$ cat config.mk
export PLATFORM = sky130hd
export DESIGN_NAME = thermostat_valve_controller_unit
export DESIGN_NICKNAME = d
export VERILOG_FILES = /design/src/rtl/tvc_pkg.sv /design/src/rtl/tvc_step.sv /design/src/rtl/thermostat_valve_controller_unit.sv
export SDC_FILE = /design/constraint.sdc
export NUM_CORES = 1
export LEC_CHECK = 0
export ABC_CLOCK_PERIOD_IN_PS = 2500
export BUFFER_PORTS_ARGS = -buffer_cell sky130_fd_sc_hd__buf_2
export CORE_MARGIN = 2
export CORE_UTILIZATION = 35
export DETAILED_ROUTE_END_ITERATION = 6
export GPL_TIMING_DRIVEN = 0
export SLEW_MARGIN = 20
export SYNTH_ARGS = -nofsm -noshare
export SYNTH_HDL_FRONTEND = slang
export SYNTH_HIERARCHICAL = 1
export SYNTH_SLANG_ARGS = --single-unit
$ cat constraint.sdc
create_clock -name clk -period 2.5 [get_ports clk]
set_input_delay 0.25 -clock clk [delete_from_list [all_inputs] [get_ports clk]]
set_output_delay 0.25 -clock clk [all_outputs]
set_load 0.02 [all_outputs]
$ cat src/rtl/tvc_pkg.sv
`default_nettype none

package tvc_pkg;

    // field widths
    localparam int unsigned TempWidth   = 22;
    localparam int unsigned AddrWidth   = 5;
    localparam int unsigned DataWidth   = 32;

    // register indexes (byte address is 4 * index)
    localparam logic [2:0] RegSetHigh   = 3'd0;
    localparam logic [2:0] RegSetLow    = 3'd1;
    localparam logic [2:0] RegAlarmHigh = 3'd2;
    localparam logic [2:0] RegAlarmLow  = 3'd3;
    localparam logic [2:0] RegJogHigh   = 3'd4;
    localparam logic [2:0] RegJogLow    = 3'd5;
    localparam logic [2:0] RegValveType = 3'd6;

    // register reset values
    localparam logic signed [TempWidth-1:0] TempResetZero = 22'sd0;
    localparam logic signed [TempWidth-1:0] TempLimitHigh = 22'sd2000000;
    localparam logic signed [TempWidth-1:0] TempLimitLow  = -22'sd2000000;

    // valve types
    localparam logic [7:0] ValveSpring    = 8'h00;
    localparam logic [7:0] ValveSpringAlt = 8'hff;
    localparam logic [7:0] ValveBall      = 8'h01;
    localparam logic [7:0] ValveBallLimit = 8'h02;

    // timer load requests
    localparam logic [1:0] TimerNone = 2'd0;
    localparam logic [1:0] TimerFlip = 2'd1;
    localparam logic [1:0] TimerWait = 2'd2;

    // valve status codes
    localparam logic [2:0] StatusOpen    = 3'd0;
    localparam logic [2:0] StatusOpening = 3'd1;
    localparam logic [2:0] StatusClosing = 3'd2;
    localparam logic [2:0] StatusClosed  = 3'd3;
    localparam logic [2:0] StatusError   = 3'd4;

    // alarm bits
    localparam int unsigned AlarmNoRead = 0;
    localparam int unsigned AlarmHigh   = 1;
    localparam int unsigned AlarmLow    = 2;
    localparam int unsigned AlarmStuck  = 3;

    typedef struct packed {
        logic signed [TempWidth-1:0] temperature;
        logic                        temp_valid;
        logic                        jog_expired;
        logic                        sense_one;
        logic                        sense_two;
    } tvc_sample_t;

    typedef struct packed {
        logic [3:0] alarm_flags;
        logic       drive_open;
        logic       relay_one_set;
        logic       relay_one_reset;
        logic       relay_two_set;
        logic       relay_two_reset;
        logic [1:0] timer_start;
        logic [2:0] valve_status;
    } tvc_result_t;

    typedef struct packed {
        logic signed [TempWidth-1:0] set_high;
        logic signed [TempWidth-1:0] set_low;
        logic signed [TempWidth-1:0] alarm_high;
        logic signed [TempWidth-1:0] alarm_low;
        logic signed [TempWidth-1:0] jog_high;
        logic signed [TempWidth-1:0] jog_low;
        logic [7:0]                  valve_type;
    } tvc_cfg_t;

    typedef struct packed {
        logic       desired_open;
        logic       drive_state;
        logic       jiggle_phase;
        logic       relay_one_on;
        logic       relay_two_on;
        logic [3:0] alarm_state;
    } tvc_state_t;

endpackage

`default_nettype wire

$ cat src/rtl/tvc_step.sv
`default_nettype none

module tvc_step (
    input  wire tvc_pkg::tvc_sample_t sample,
    input  wire tvc_pkg::tvc_cfg_t    cfg,
    input  wire tvc_pkg::tvc_state_t  state,
    output tvc_pkg::tvc_state_t       state_next,
    output tvc_pkg::tvc_result_t      result
);

    logic signed [tvc_pkg::TempWidth-1:0] temp;
    logic spring;
    logic ball;
    logic outside_jog;
    logic drive;
    logic desired;
    logic phase;
    logic [1:0] tstart;
    logic drive_now;
    logic [2:0] status;

    assign temp        = sample.temperature;
    assign spring      = (cfg.valve_type == tvc_pkg::ValveSpring)
                      || (cfg.valve_type == tvc_pkg::ValveSpringAlt);
    assign ball        = (cfg.valve_type == tvc_pkg::ValveBall)
                      || (cfg.valve_type == tvc_pkg::ValveBallLimit);
    assign outside_jog = (temp < cfg.jog_low) || (temp > cfg.jog_high);

    // drive after this request, held when there is no reading
    assign drive_now   = sample.temp_valid ? drive : state.drive_state;

    // hysteresis and jiggle
    always_comb
    begin
        desired = state.desired_open;
        if (temp > cfg.set_high)
        begin
            desired = 1'b1;
        end
        if (temp < cfg.set_low)
        begin
            desired = 1'b0;
        end
        phase  = state.jiggle_phase;
        tstart = tvc_pkg::TimerNone;
        drive  = desired;
        if (outside_jog)
        begin
            if (sample.jog_expired)
            begin
                phase  = ~state.jiggle_phase;
                tstart = phase ? tvc_pkg::TimerFlip : tvc_pkg::TimerWait;
            end
            if (phase)
            begin
                drive = ~desired;
            end
        end
        else if (state.jiggle_phase && sample.jog_expired)
        begin
            phase  = 1'b0;
            tstart = tvc_pkg::TimerWait;
        end
    end

    // state update, relay pulses and alarms
    always_comb
    begin
        state_next             = state;
        result.relay_one_set   = 1'b0;
        result.relay_one_reset = 1'b0;
        result.relay_two_set   = 1'b0;
        result.relay_two_reset = 1'b0;
        result.timer_start     = tvc_pkg::TimerNone;
        if (!sample.temp_valid)
        begin
            state_next.alarm_state[tvc_pkg::AlarmNoRead] = 1'b1;
        end
        else
        begin
            state_next.alarm_state[tvc_pkg::AlarmNoRead] = 1'b0;
            state_next.alarm_state[tvc_pkg::AlarmHigh]   = temp > cfg.alarm_high;
            state_next.alarm_state[tvc_pkg::AlarmLow]    = temp < cfg.alarm_low;
            state_next.alarm_state[tvc_pkg::AlarmStuck]  = outside_jog;
            state_next.desired_open = desired;
            state_next.drive_state  = drive;
            state_next.jiggle_phase = phase;
            result.timer_start      = tstart;
            if (spring)
            begin
                if (drive && !state.relay_one_on)
                begin
                    result.relay_one_set    = 1'b1;
                    state_next.relay_one_on = 1'b1;
                end
                else if (!drive && state.relay_one_on)
                begin
                    result.relay_one_reset  = 1'b1;
                    state_next.relay_one_on = 1'b0;
                end
            end
            else if (ball)
            begin
                if (drive)
                begin
                    result.relay_two_reset  = state.relay_two_on;
                    result.relay_one_set    = ~state.relay_one_on;
                    state_next.relay_two_on = 1'b0;
                    state_next.relay_one_on = 1'b1;
                end
                else
                begin
                    result.relay_one_reset  = state.relay_one_on;
                    result.relay_two_set    = ~state.relay_two_on;
                    state_next.relay_one_on = 1'b0;
                    state_next.relay_two_on = 1'b1;
                end
            end
        end
        result.alarm_flags  = state_next.alarm_state;
        result.drive_open   = state_next.drive_state;
        result.valve_status = status;
    end

    // valve status from the resulting drive and the sensors
    always_comb
    begin
        logic s1;
        logic s2;
        logic d;
        s1 = sample.sense_one;
        s2 = sample.sense_two;
        d  = drive_now;
        if (spring)
        begin
            if (d)
            begin
                status = s1 ? tvc_pkg::StatusOpen : tvc_pkg::StatusOpening;
            end
            else
            begin
                status = s1 ? tvc_pkg::StatusClosing : tvc_pkg::StatusClosed;
            end
        end
        else if (cfg.valve_type == tvc_pkg::ValveBall)
        begin
            status = d ? tvc_pkg::StatusOpen : tvc_pkg::StatusClosed;
        end
        else if (cfg.valve_type == tvc_pkg::ValveBallLimit)
        begin
            if (s1 && s2)
            begin
                status = tvc_pkg::StatusError;
            end
            else if (d)
            begin
                status = (s1 && !s2) ? tvc_pkg::StatusOpen
                                     : tvc_pkg::StatusOpening;
            end
            else
            begin
                status = (s2 && !s1) ? tvc_pkg::StatusClosed
                                     : tvc_pkg::StatusClosing;
            end
        end
        else
        begin
            status = tvc_pkg::StatusError;
        end
    end

endmodule

`default_nettype wire

$ cat src/rtl/thermostat_valve_controller_unit.sv
`default_nettype none

// channel   | handshake                    | payload
// ----------+------------------------------+------------------------------
// sample    | sample_valid / sample_ready  | tvc_sample_t reading request
// result    | result_valid / result_ready  | tvc_result_t one per request
// config    | psel penable pwrite pready   | paddr, pwdata, prdata (APB)
//
// one request per cycle sustained while the result side is ready; a request
// passes the input register, then the step logic into the result register
// the valve and alarm state advance only as a request moves into the
// result register, so a stalled result holds the pipe with no loss
// reset clears the state and valid flags and loads the config reset values at once

module thermostat_valve_controller_unit (
    input  wire                               clk,
    input  wire                               rst_n,
    input  wire                               sample_valid,
    output logic                              sample_ready,
    input  wire tvc_pkg::tvc_sample_t         sample,
    output logic                              result_valid,
    input  wire                               result_ready,
    output tvc_pkg::tvc_result_t              result,
    input  wire                               psel,
    input  wire                               penable,
    input  wire                               pwrite,
    input  wire [tvc_pkg::AddrWidth-1:0]      paddr,
    input  wire [tvc_pkg::DataWidth-1:0]      pwdata,
    output logic [tvc_pkg::DataWidth-1:0]     prdata,
    output logic                              pready
);

    tvc_pkg::tvc_cfg_t    cfg_reg;
    tvc_pkg::tvc_state_t  state_reg;
    tvc_pkg::tvc_state_t  state_next;
    tvc_pkg::tvc_sample_t hold_reg;
    logic                 hold_valid_reg;
    tvc_pkg::tvc_result_t result_reg;
    tvc_pkg::tvc_result_t result_next;
    logic                 result_valid_reg;
    logic                 advance;
    logic                 cfg_write;
    logic [2:0]           reg_index;

    assign pready    = 1'b1;
    assign cfg_write = psel && penable && pwrite;
    assign reg_index = paddr[4:2];

    // config register writes
    always_ff @(posedge clk or negedge rst_n)
    begin
        if (!rst_n)
        begin
            cfg_reg.set_high   <= tvc_pkg::TempResetZero;
            cfg_reg.set_low    <= tvc_pkg::TempResetZero;
            cfg_reg.alarm_high <= tvc_pkg::TempLimitHigh;
            cfg_reg.alarm_low  <= tvc_pkg::TempLimitLow;
            cfg_reg.jog_high   <= tvc_pkg::TempLimitHigh;
            cfg_reg.jog_low    <= tvc_pkg::TempLimitLow;
            cfg_reg.valve_type <= tvc_pkg::ValveSpringAlt;
        end
        else if (cfg_write)
        begin
            unique case (reg_index)
                tvc_pkg::RegSetHigh:   cfg_reg.set_high   <= pwdata[21:0];
                tvc_pkg::RegSetLow:    cfg_reg.set_low    <= pwdata[21:0];
                tvc_pkg::RegAlarmHigh: cfg_reg.alarm_high <= pwdata[21:0];
                tvc_pkg::RegAlarmLow:  cfg_reg.alarm_low  <= pwdata[21:0];
                tvc_pkg::RegJogHigh:   cfg_reg.jog_high   <= pwdata[21:0];
                tvc_pkg::RegJogLow:    cfg_reg.jog_low    <= pwdata[21:0];
                tvc_pkg::RegValveType: cfg_reg.valve_type <= pwdata[7:0];
                default:               ;
            endcase
        end
    end

    // config readback, temperatures sign extended
    always_comb
    begin
        unique case (reg_index)
            tvc_pkg::RegSetHigh:   prdata = 32'($signed(cfg_reg.set_high));
            tvc_pkg::RegSetLow:    prdata = 32'($signed(cfg_reg.set_low));
            tvc_pkg::RegAlarmHigh: prdata = 32'($signed(cfg_reg.alarm_high));
            tvc_pkg::RegAlarmLow:  prdata = 32'($signed(cfg_reg.alarm_low));
            tvc_pkg::RegJogHigh:   prdata = 32'($signed(cfg_reg.jog_high));
            tvc_pkg::RegJogLow:    prdata = 32'($signed(cfg_reg.jog_low));
            tvc_pkg::RegValveType: prdata = {24'd0, cfg_reg.valve_type};
            default:               prdata = '0;
        endcase
    end

    // pipeline flow control
    assign advance      = hold_valid_reg && (!result_valid_reg || result_ready);
    assign sample_ready = !hold_valid_reg || advance;
    assign result_valid = result_valid_reg;
    assign result       = result_reg;

    // input register
    always_ff @(posedge clk or negedge rst_n)
    begin
        if (!rst_n)
        begin
            hold_valid_reg <= 1'b0;
        end
        else if (sample_ready)
        begin
            hold_valid_reg <= sample_valid;
        end
    end

    always_ff @(posedge clk)
    begin
        if (sample_valid && sample_ready)
        begin
            hold_reg <= sample;
        end
    end

    // step logic
    tvc_step u_step (
        .sample     (hold_reg),
        .cfg        (cfg_reg),
        .state      (state_reg),
        .state_next (state_next),
        .result     (result_next)
    );

    // controller state and result valid
    always_ff @(posedge clk or negedge rst_n)
    begin
        if (!rst_n)
        begin
            state_reg        <= '0;
            result_valid_reg <= 1'b0;
        end
        else if (advance)
        begin
            state_reg        <= state_next;
            result_valid_reg <= 1'b1;
        end
        else if (result_ready)
        begin
            result_valid_reg <= 1'b0;
        end
    end

    // result register
    always_ff @(posedge clk)
    begin
        if (advance)
        begin
            result_reg <= result_next;
        end
    end

endmodule

`default_nettype wire

=== After elaboration in Yosys (flattened, before gate mapping) ===
Index checks and enable logic that the tools add are counted.

* Add/sub/neg operators: 0
* $mul: 0
* Div/mod/pow operators: 0
* Order comparisons: 6
* Equality and inequality tests: 10
* Shifts and indexed selects: 0
* Muxes and demuxes: 43
* Bitwise gates (word level): 8
* Reduce and logical (&&, ||, !) cells: 39

{| class="wikitable"
|+ Operator list
! operator !! count
|-
| $pmux W32 S7 || 1
|-
| $gt A22 B22 Y1 || 3
|-
| $lt A22 B22 Y1 || 3
|-
| $mux W1 || 25
|-
| $mux W2 || 9
|-
| $mux W3 || 6
|-
| $reduce_and A2 Y1 || 8
|-
| $logic_and A1 B1 Y1 || 10
|-
| $eq A3 B3 Y1 const B || 3
|-
| $eq A8 B1 Y1 const B || 1
|-
| $eq A8 B2 Y1 const B || 1
|-
| $eq A8 B8 Y1 const B || 1
|-
| $logic_not A8 Y1 || 1
|-
| $not A1 Y1 || 8
|-
| $reduce_and A4 Y1 || 2
|-
| $reduce_or A4 Y1 || 2
|-
| $mux W7 || 1
|-
| $eq A3 B2 Y1 const B || 2
|-
| $logic_not A1 Y1 || 6
|-
| $reduce_bool A2 Y1 || 3
|-
| $logic_or A1 B1 Y1 || 5
|-
| $mux W4 || 1
|-
| $eq A3 B1 Y1 const B || 1
|-
| $logic_not A3 Y1 || 1
|-
| 2 further kinds || 2
|}

* Register bits after elaboration: 191
* Latch bits: 0
* RAM bits: 0
* ROM bits: 0
* Input port bits: 70
* Output and inout bits: 49
* Memories kept: 0

=== Depth between registers and ports, before layout ===
Gate-level depths: netlist of run 1.

* Depth in word-level cells: 12
* Gate-level depth with buffers: 12
* Gate-level depth less buffers: 11

=== By module ===
Netlist of run 1, hierarchy kept.

{| class="wikitable"
|+ By module, submodules not included
! module !! times used !! cells each !! area an instance (um^2) !! sequential area each (um^2)
|-
| thermostat_valve_controller_unit || 1 || 545 || 8,272.9 || 5,029.8
|-
| tvc_step || 1 || 545 || 3,841.2 || 0.0
|}

=== Least setup slack after synthesis of run 1 ===
No wires, ideal clock.

* Kind: register -> register
* Start: register hold_reg[25] (netlist bit)
* End: register state_reg[7] (netlist bit)
* Library setup time: 125 ps
* Data arrival time: 2,628 ps
* Data required time: 2,375 ps
* Slack: -253 ps
* Cell stages (with the launch flop): 11
* Buffers on the path: 1
* Period minus slack after synthesis: 2,753 ps
* Cells stage by stage: edfxtp_1 > ha_1 > nand4_1 > nor4_1 > a211o_1 > mux2i_1 > nor3_4 > xnor2_2 > a21oi_1 > buf_4 > mux2_2

{| class="wikitable"
|+ RTL lines
! item !! RTL line !! text
|-
| start, declared || thermostat_valve_controller_unit.sv:36 || <nowiki>tvc_pkg::tvc_sample_t hold_reg;</nowiki>
|-
| start signal, assigned || thermostat_valve_controller_unit.sv:115 || <nowiki>hold_reg <= sample;</nowiki>
|-
| end signal, assigned || thermostat_valve_controller_unit.sv:138 || <nowiki>state_reg <= state_next;</nowiki>
|-
| end, declared || thermostat_valve_controller_unit.sv:34 || <nowiki>tvc_pkg::tvc_state_t state_reg;</nowiki>
|}

==> metrics.txt, run 1 <==
Critical Setup Path Class=reg2reg; number of flip-flops in the largest register=between 100 and 150; DR DRC count=0; relative slew slack=0.262; Worst Setup SP=cfg_reg[47]$_DFFE_PN1P_; syn_nets=around 1,300; Final Max Slew Viols=0; Initial Util=0.352; final WL=36,700 µm; CTS Sinks=190; Lkg Pwr=between 6 and 7 nW; CTS Root Cell=clkbuf_16; yosys warns=6; CTS clk-pin slew, worst paths=approximately 0.08 ns; layout cells sized above 1=0.382; H-tree depth=4; CP Capture Point=result[1]$_DFFE_PP_; Fmax achieved=around 320 MHz; worst skew pair latency=~0.46 ns; max-cap violations=0; most common cell after layout, fill and taps aside=inv_1; Via density=~5.2; first-pass GRT wire length=55,700 µm; placed insts=~1,600; RSZ-0062 raised after global routing=true; Design Power=roughly 11 mW; die width=around 190 µm; DP HPWL=26,400 µm; critical path peak fanout=4; class of the worst hold path=in2reg; r2r endpoint=result[1]$_DFFE_PP_; initial antenna violation count=2; worst r2r src=cfg_reg[47]$_DFFE_PN1P_; Area Growth Syn to Fin=23.8%; Mapped Avg Cell Area=between 10 and 15 µm²; PortBufs=roughly 100; Synth Instances=about 1,100; Max VDD drop=roughly 510 µV; Final setup viols=17; total track usage=0.208; final core occ=0.436; CP endpoint kind=register; Layout Cells excl Fill=~1,800; period utilisation layout=1.24; Worst Reg2Reg Path Length in Cells=12; Cell Area, Placed=roughly 13,000 µm²; failing checks=negative setup slack; status=finished, violations left; antenna viol nets, final=0; Period minus WS final=between 3 and 4 ns; final worst setup slack=-0.588 ns; largest net degree at the start of global routing=95; leading cell types in the layout, fill and taps excluded=inv_1, mux2_2, buf_2, ha_1, dfrtp_1; reg2reg setup slack=-0.59 ns; TritonCTS Buffers=17; DR WL/cell=20.8 µm; first-iteration detailed-routing DRC count=~760; Die Ht=190 µm; type of origin of the critical path=register; core area=around 34,000 µm²; vias in the first global route=about 9,500; drt pass-1 iters=5; Final GP Congestion=0.863; Setup WS pre-CTS=-1.08 ns; Setup Total Neg Slack=-6.79 ns; hold_ws=about 0.086 ns; Crit path required time=2.79 ns; clk buf depth=2; measured slew at the worst slew-check pin=1.10 ns; # IOs=119; final instance area=14,900 µm²; Pwr Density=732 nW/µm²; # rows=68; Setup Skew=~0.013 ns; total gr overflow=0; Hold Vio Cnt, Final=0; Via Count=between 9,000 and 10,000; TritonCTS clock tree=yes; Die ar.=approximately 36,000 µm²; # nets final=1,495; arrival time at the worst endpoint=between 3 and 4 ns; Synth Cell Area=12,100 µm²
## worst max-delay path, cell delays in order, from the launching register on
cell and delay (ns):
dfstp_2 0.54, inv_2 0.05, ha_4 0.26, nand4_1 0.11, buf_6 0.15, nor4_4 0.38, o31ai_4 0.15, and4_4 0.22
o21ai_4 0.22, a21oi_4 0.13, buf_4 0.15, or3_1 0.36, a31oi_2 0.21
## power breakdown
part | internal [mW] | leakage, nW | total (mW) | switching, mW
Sequential | 3.85 | 2.20 | 4.33 | 0.478
Combinational | 1.85 | 4.30 | 3.80 | 1.95
Clock | 1.51 | 0.279 | 2.80 | 1.29
Total | 7.22 | 6.78 | 10.9 | 3.72
## what timing repair did
| action | CTS | global route |
|---|---|---|
| endpoints found under the setup margin | 34 | 29 |
| hold endpoints to repair | 66 | 0 |
| gates resized for setup | 49 | 20 |
| pin swaps | 28 | 13 |
| hold buffers | 28 | 0 |
| buffers inserted | 49 | 6 |
## per-layer routing
| layer | part of all wire | vias up | global-route usage |
|---|---|---|---|
| met5 | 0 | - | 0 |
| met4 | 0.038 | 0 | 0.0921 |
| met3 | 0.044 | 68 | 0.0373 |
| met2 | 0.46 | 246 | 0.335 |
| met1 | 0.46 | 4584 | 0.274 |
| li1 | - | 4302 | - |
## how the worst min path moves through the flow
stage / startpoint / slack, ns / end / cells past startpoint
floorplan: rst_n / -0.05 / cfg_reg[100]$_DFFE_PN0P_ / 0
global placement: sample[10] / 0.43 / hold_reg[10]$_DFFE_PP_ / 1
detailed placement: rst_n / 0.22 / cfg_reg[107]$_DFFE_PN0P_ / 1
CTS: result_ready / 0.07 / result_valid$_DFFE_PN0P_ / 3
global route: result_ready / 0.1 / result_valid$_DFFE_PN0P_ / 3
finish: result_ready / 0.09 / result_valid$_DFFE_PN0P_ / 3
## layout make-up
type,instances,area (µm²)
sequential,190,5000
timing repair buffer,188,1320
multi-input combinational,699,6610
inverter,147,552
clock buffer,20,447
fill,3263,19300
clock inverter,12,135
buffer,50,298
antenna,2,5.00
tap,455,569
Power figures use the tool's default switching activity.
==> run 2, diff against run 1 <==
--- a/config.mk
+++ b/config.mk
@@ -7,6 +7,7 @@
 export LEC_CHECK = 0
 export ABC_CLOCK_PERIOD_IN_PS = 2500
 export BUFFER_PORTS_ARGS = -buffer_cell sky130_fd_sc_hd__buf_2
+export CORE_ASPECT_RATIO = 1.1
 export CORE_MARGIN = 2
 export CORE_UTILIZATION = 35
 export DETAILED_ROUTE_END_ITERATION = 6
==> metrics.txt, run 2 (synthesis results as in run 1) <==
Design Power=between 10 and 15 mW; max-cap violations=0; Initial Util=0.354; leading cell types in the layout, fill and taps excluded=inv_1, mux2_2, ha_1, buf_2, dfrtp_1; initial antenna violation count=2; TritonCTS Buffers=17; Die ar.=about 36,000 µm²; measured slew at the worst slew-check pin=1.02 ns; H-tree depth=4; vias in the first global route=slightly above 9,000; Via Count=9,126; total track usage=0.204; most common cell after layout, fill and taps aside=inv_1; Setup Skew=roughly 0.017 ns; CTS clk-pin slew, worst paths=around 0.080 ns; class of the worst hold path=in2reg; arrival time at the worst endpoint=approximately 3.5 ns; number of flip-flops in the largest register=140; Die Ht=199 µm; Crit path required time=about 2.8 ns; antenna viol nets, final=0; # nets final=~1,500; # IOs=about 120; Critical Setup Path Class=reg2reg; DR DRC count=0; DR WL/cell=around 21 µm; die width=181 µm; first-pass GRT wire length=55,200 µm; Max VDD drop=between 500 and 600 µV; failing checks=negative setup slack; Pwr Density=750 nW/µm²; Final GP Congestion=roughly 0.91; relative slew slack=0.316; Fmax achieved=~320 MHz; final WL=between 30,000 and 40,000 µm; # rows=71; DP HPWL=26,100 µm; drt pass-1 iters=4; type of origin of the critical path=register; layout cells sized above 1=0.365; CTS Sinks=between 150 and 200; period utilisation layout=1.25; hold_ws=around 0.018 ns; Hold Vio Cnt, Final=0; RSZ-0062 raised after global routing=true; TritonCTS clock tree=yes; Setup Total Neg Slack=-7.59 ns; CTS Root Cell=clkbuf_16; Final setup viols=18; critical path peak fanout=5; Via density=between 5 and 6; final worst setup slack=-0.622 ns; first-iteration detailed-routing DRC count=560; Lkg Pwr=between 6 and 7 nW; worst skew pair latency=0.45 ns; core area=around 34,000 µm²; clk buf depth=2; Final Max Slew Viols=0; Area Growth Syn to Fin=21.9%; total gr overflow=0; CP endpoint kind=register; Period minus WS final=approximately 3.1 ns; PortBufs=between 100 and 150; status=finished, violations left; largest net degree at the start of global routing=90
==> run 2: power breakdown <==
group | switching [mW] | internal, mW | leakage, nW
logic | 1.92 | 1.81 | 4.24
clock network | 1.23 | 1.72 | 0.297
registers | 0.493 | 3.85 | 2.20
total | 3.64 | 7.39 | 6.73
==> run 2: final cells by class <==
cell class              instances  area, µm²
well taps                     438        548
plain buffers                  49        290
clock inverters                11        165
diodes                          2       5.00
repair buffers                173       1180
flip-flops and latches        190       5000
fillers                      3284      19400
multi-input cells             699       6510
clock buffers                  21        460
inverters                     147        552
==> run 2: what timing repair did <==
action                                  CTS  global route
pin swaps                                26            16
hold endpoints to repair                 67             0
endpoints found under the setup margin   32            30
hold buffers                             27             0
buffers inserted                         30            11
resized for setup                        39            11
gates cloned                              0             0
==> run 2: final timing paths <==
check	startpoint	endpoint	slack [ns]	cells past startpoint
max reg2reg	cfg_reg[37]$_DFFE_PN1P_	state_reg[4]$_DFFE_PN0P_	-0.62	11
min reg2reg	hold_valid_reg$_DFFE_PN0N_	result_valid$_DFFE_PN0P_	0.50	1
max	cfg_reg[37]$_DFFE_PN1P_	state_reg[4]$_DFFE_PN0P_	-0.62	11
max in group asynchronous	rst_n	cfg_reg[2]$_DFFE_PN1P_	1.32	3
min in group asynchronous	rst_n	cfg_reg[38]$_DFFE_PN0P_	0.33	2
min	sample_valid	hold_valid_reg$_DFFE_PN0N_	0.02	2
==> run 2: critical path, cell delays in order, from the launching register on <==
cell	delay [ns]
dfstp_2	0.54
inv_2	0.05
ha_4	0.25
nand4_1	0.24
nor4_4	0.48
o31ai_4	0.15
a41oi_2	0.27
o21ai_4	0.10
a21oi_4	0.26
xnor2_4	0.14
mux2_2	0.27
mux2_2	0.25
==> run 2: routing by layer <==
layer / up-vias / track usage / share of wire
li1: 4279 / - / -
met1: 4557 / 0.264 / 0.44
met2: 231 / 0.342 / 0.48
met3: 59 / 0.0350 / 0.044
met4: 0 / 0.0804 / 0.033
met5: - / 0 / 0
==> run 2: through the flow <==
stage	std cells	cell area, µm²	setup WS (ns)	utilization
2_1_floorplan	1087	12100	-0.187	-
3_3_place_gp	1628	13200	-1.26	0.387
3_5_place_dp	1630	13300	-1.24	0.389
4_1_cts	1718	14600	-0.577	0.427
5_1_grt	1729	14700	-0.718	0.431
6_report	1730	14700	-0.622	0.431
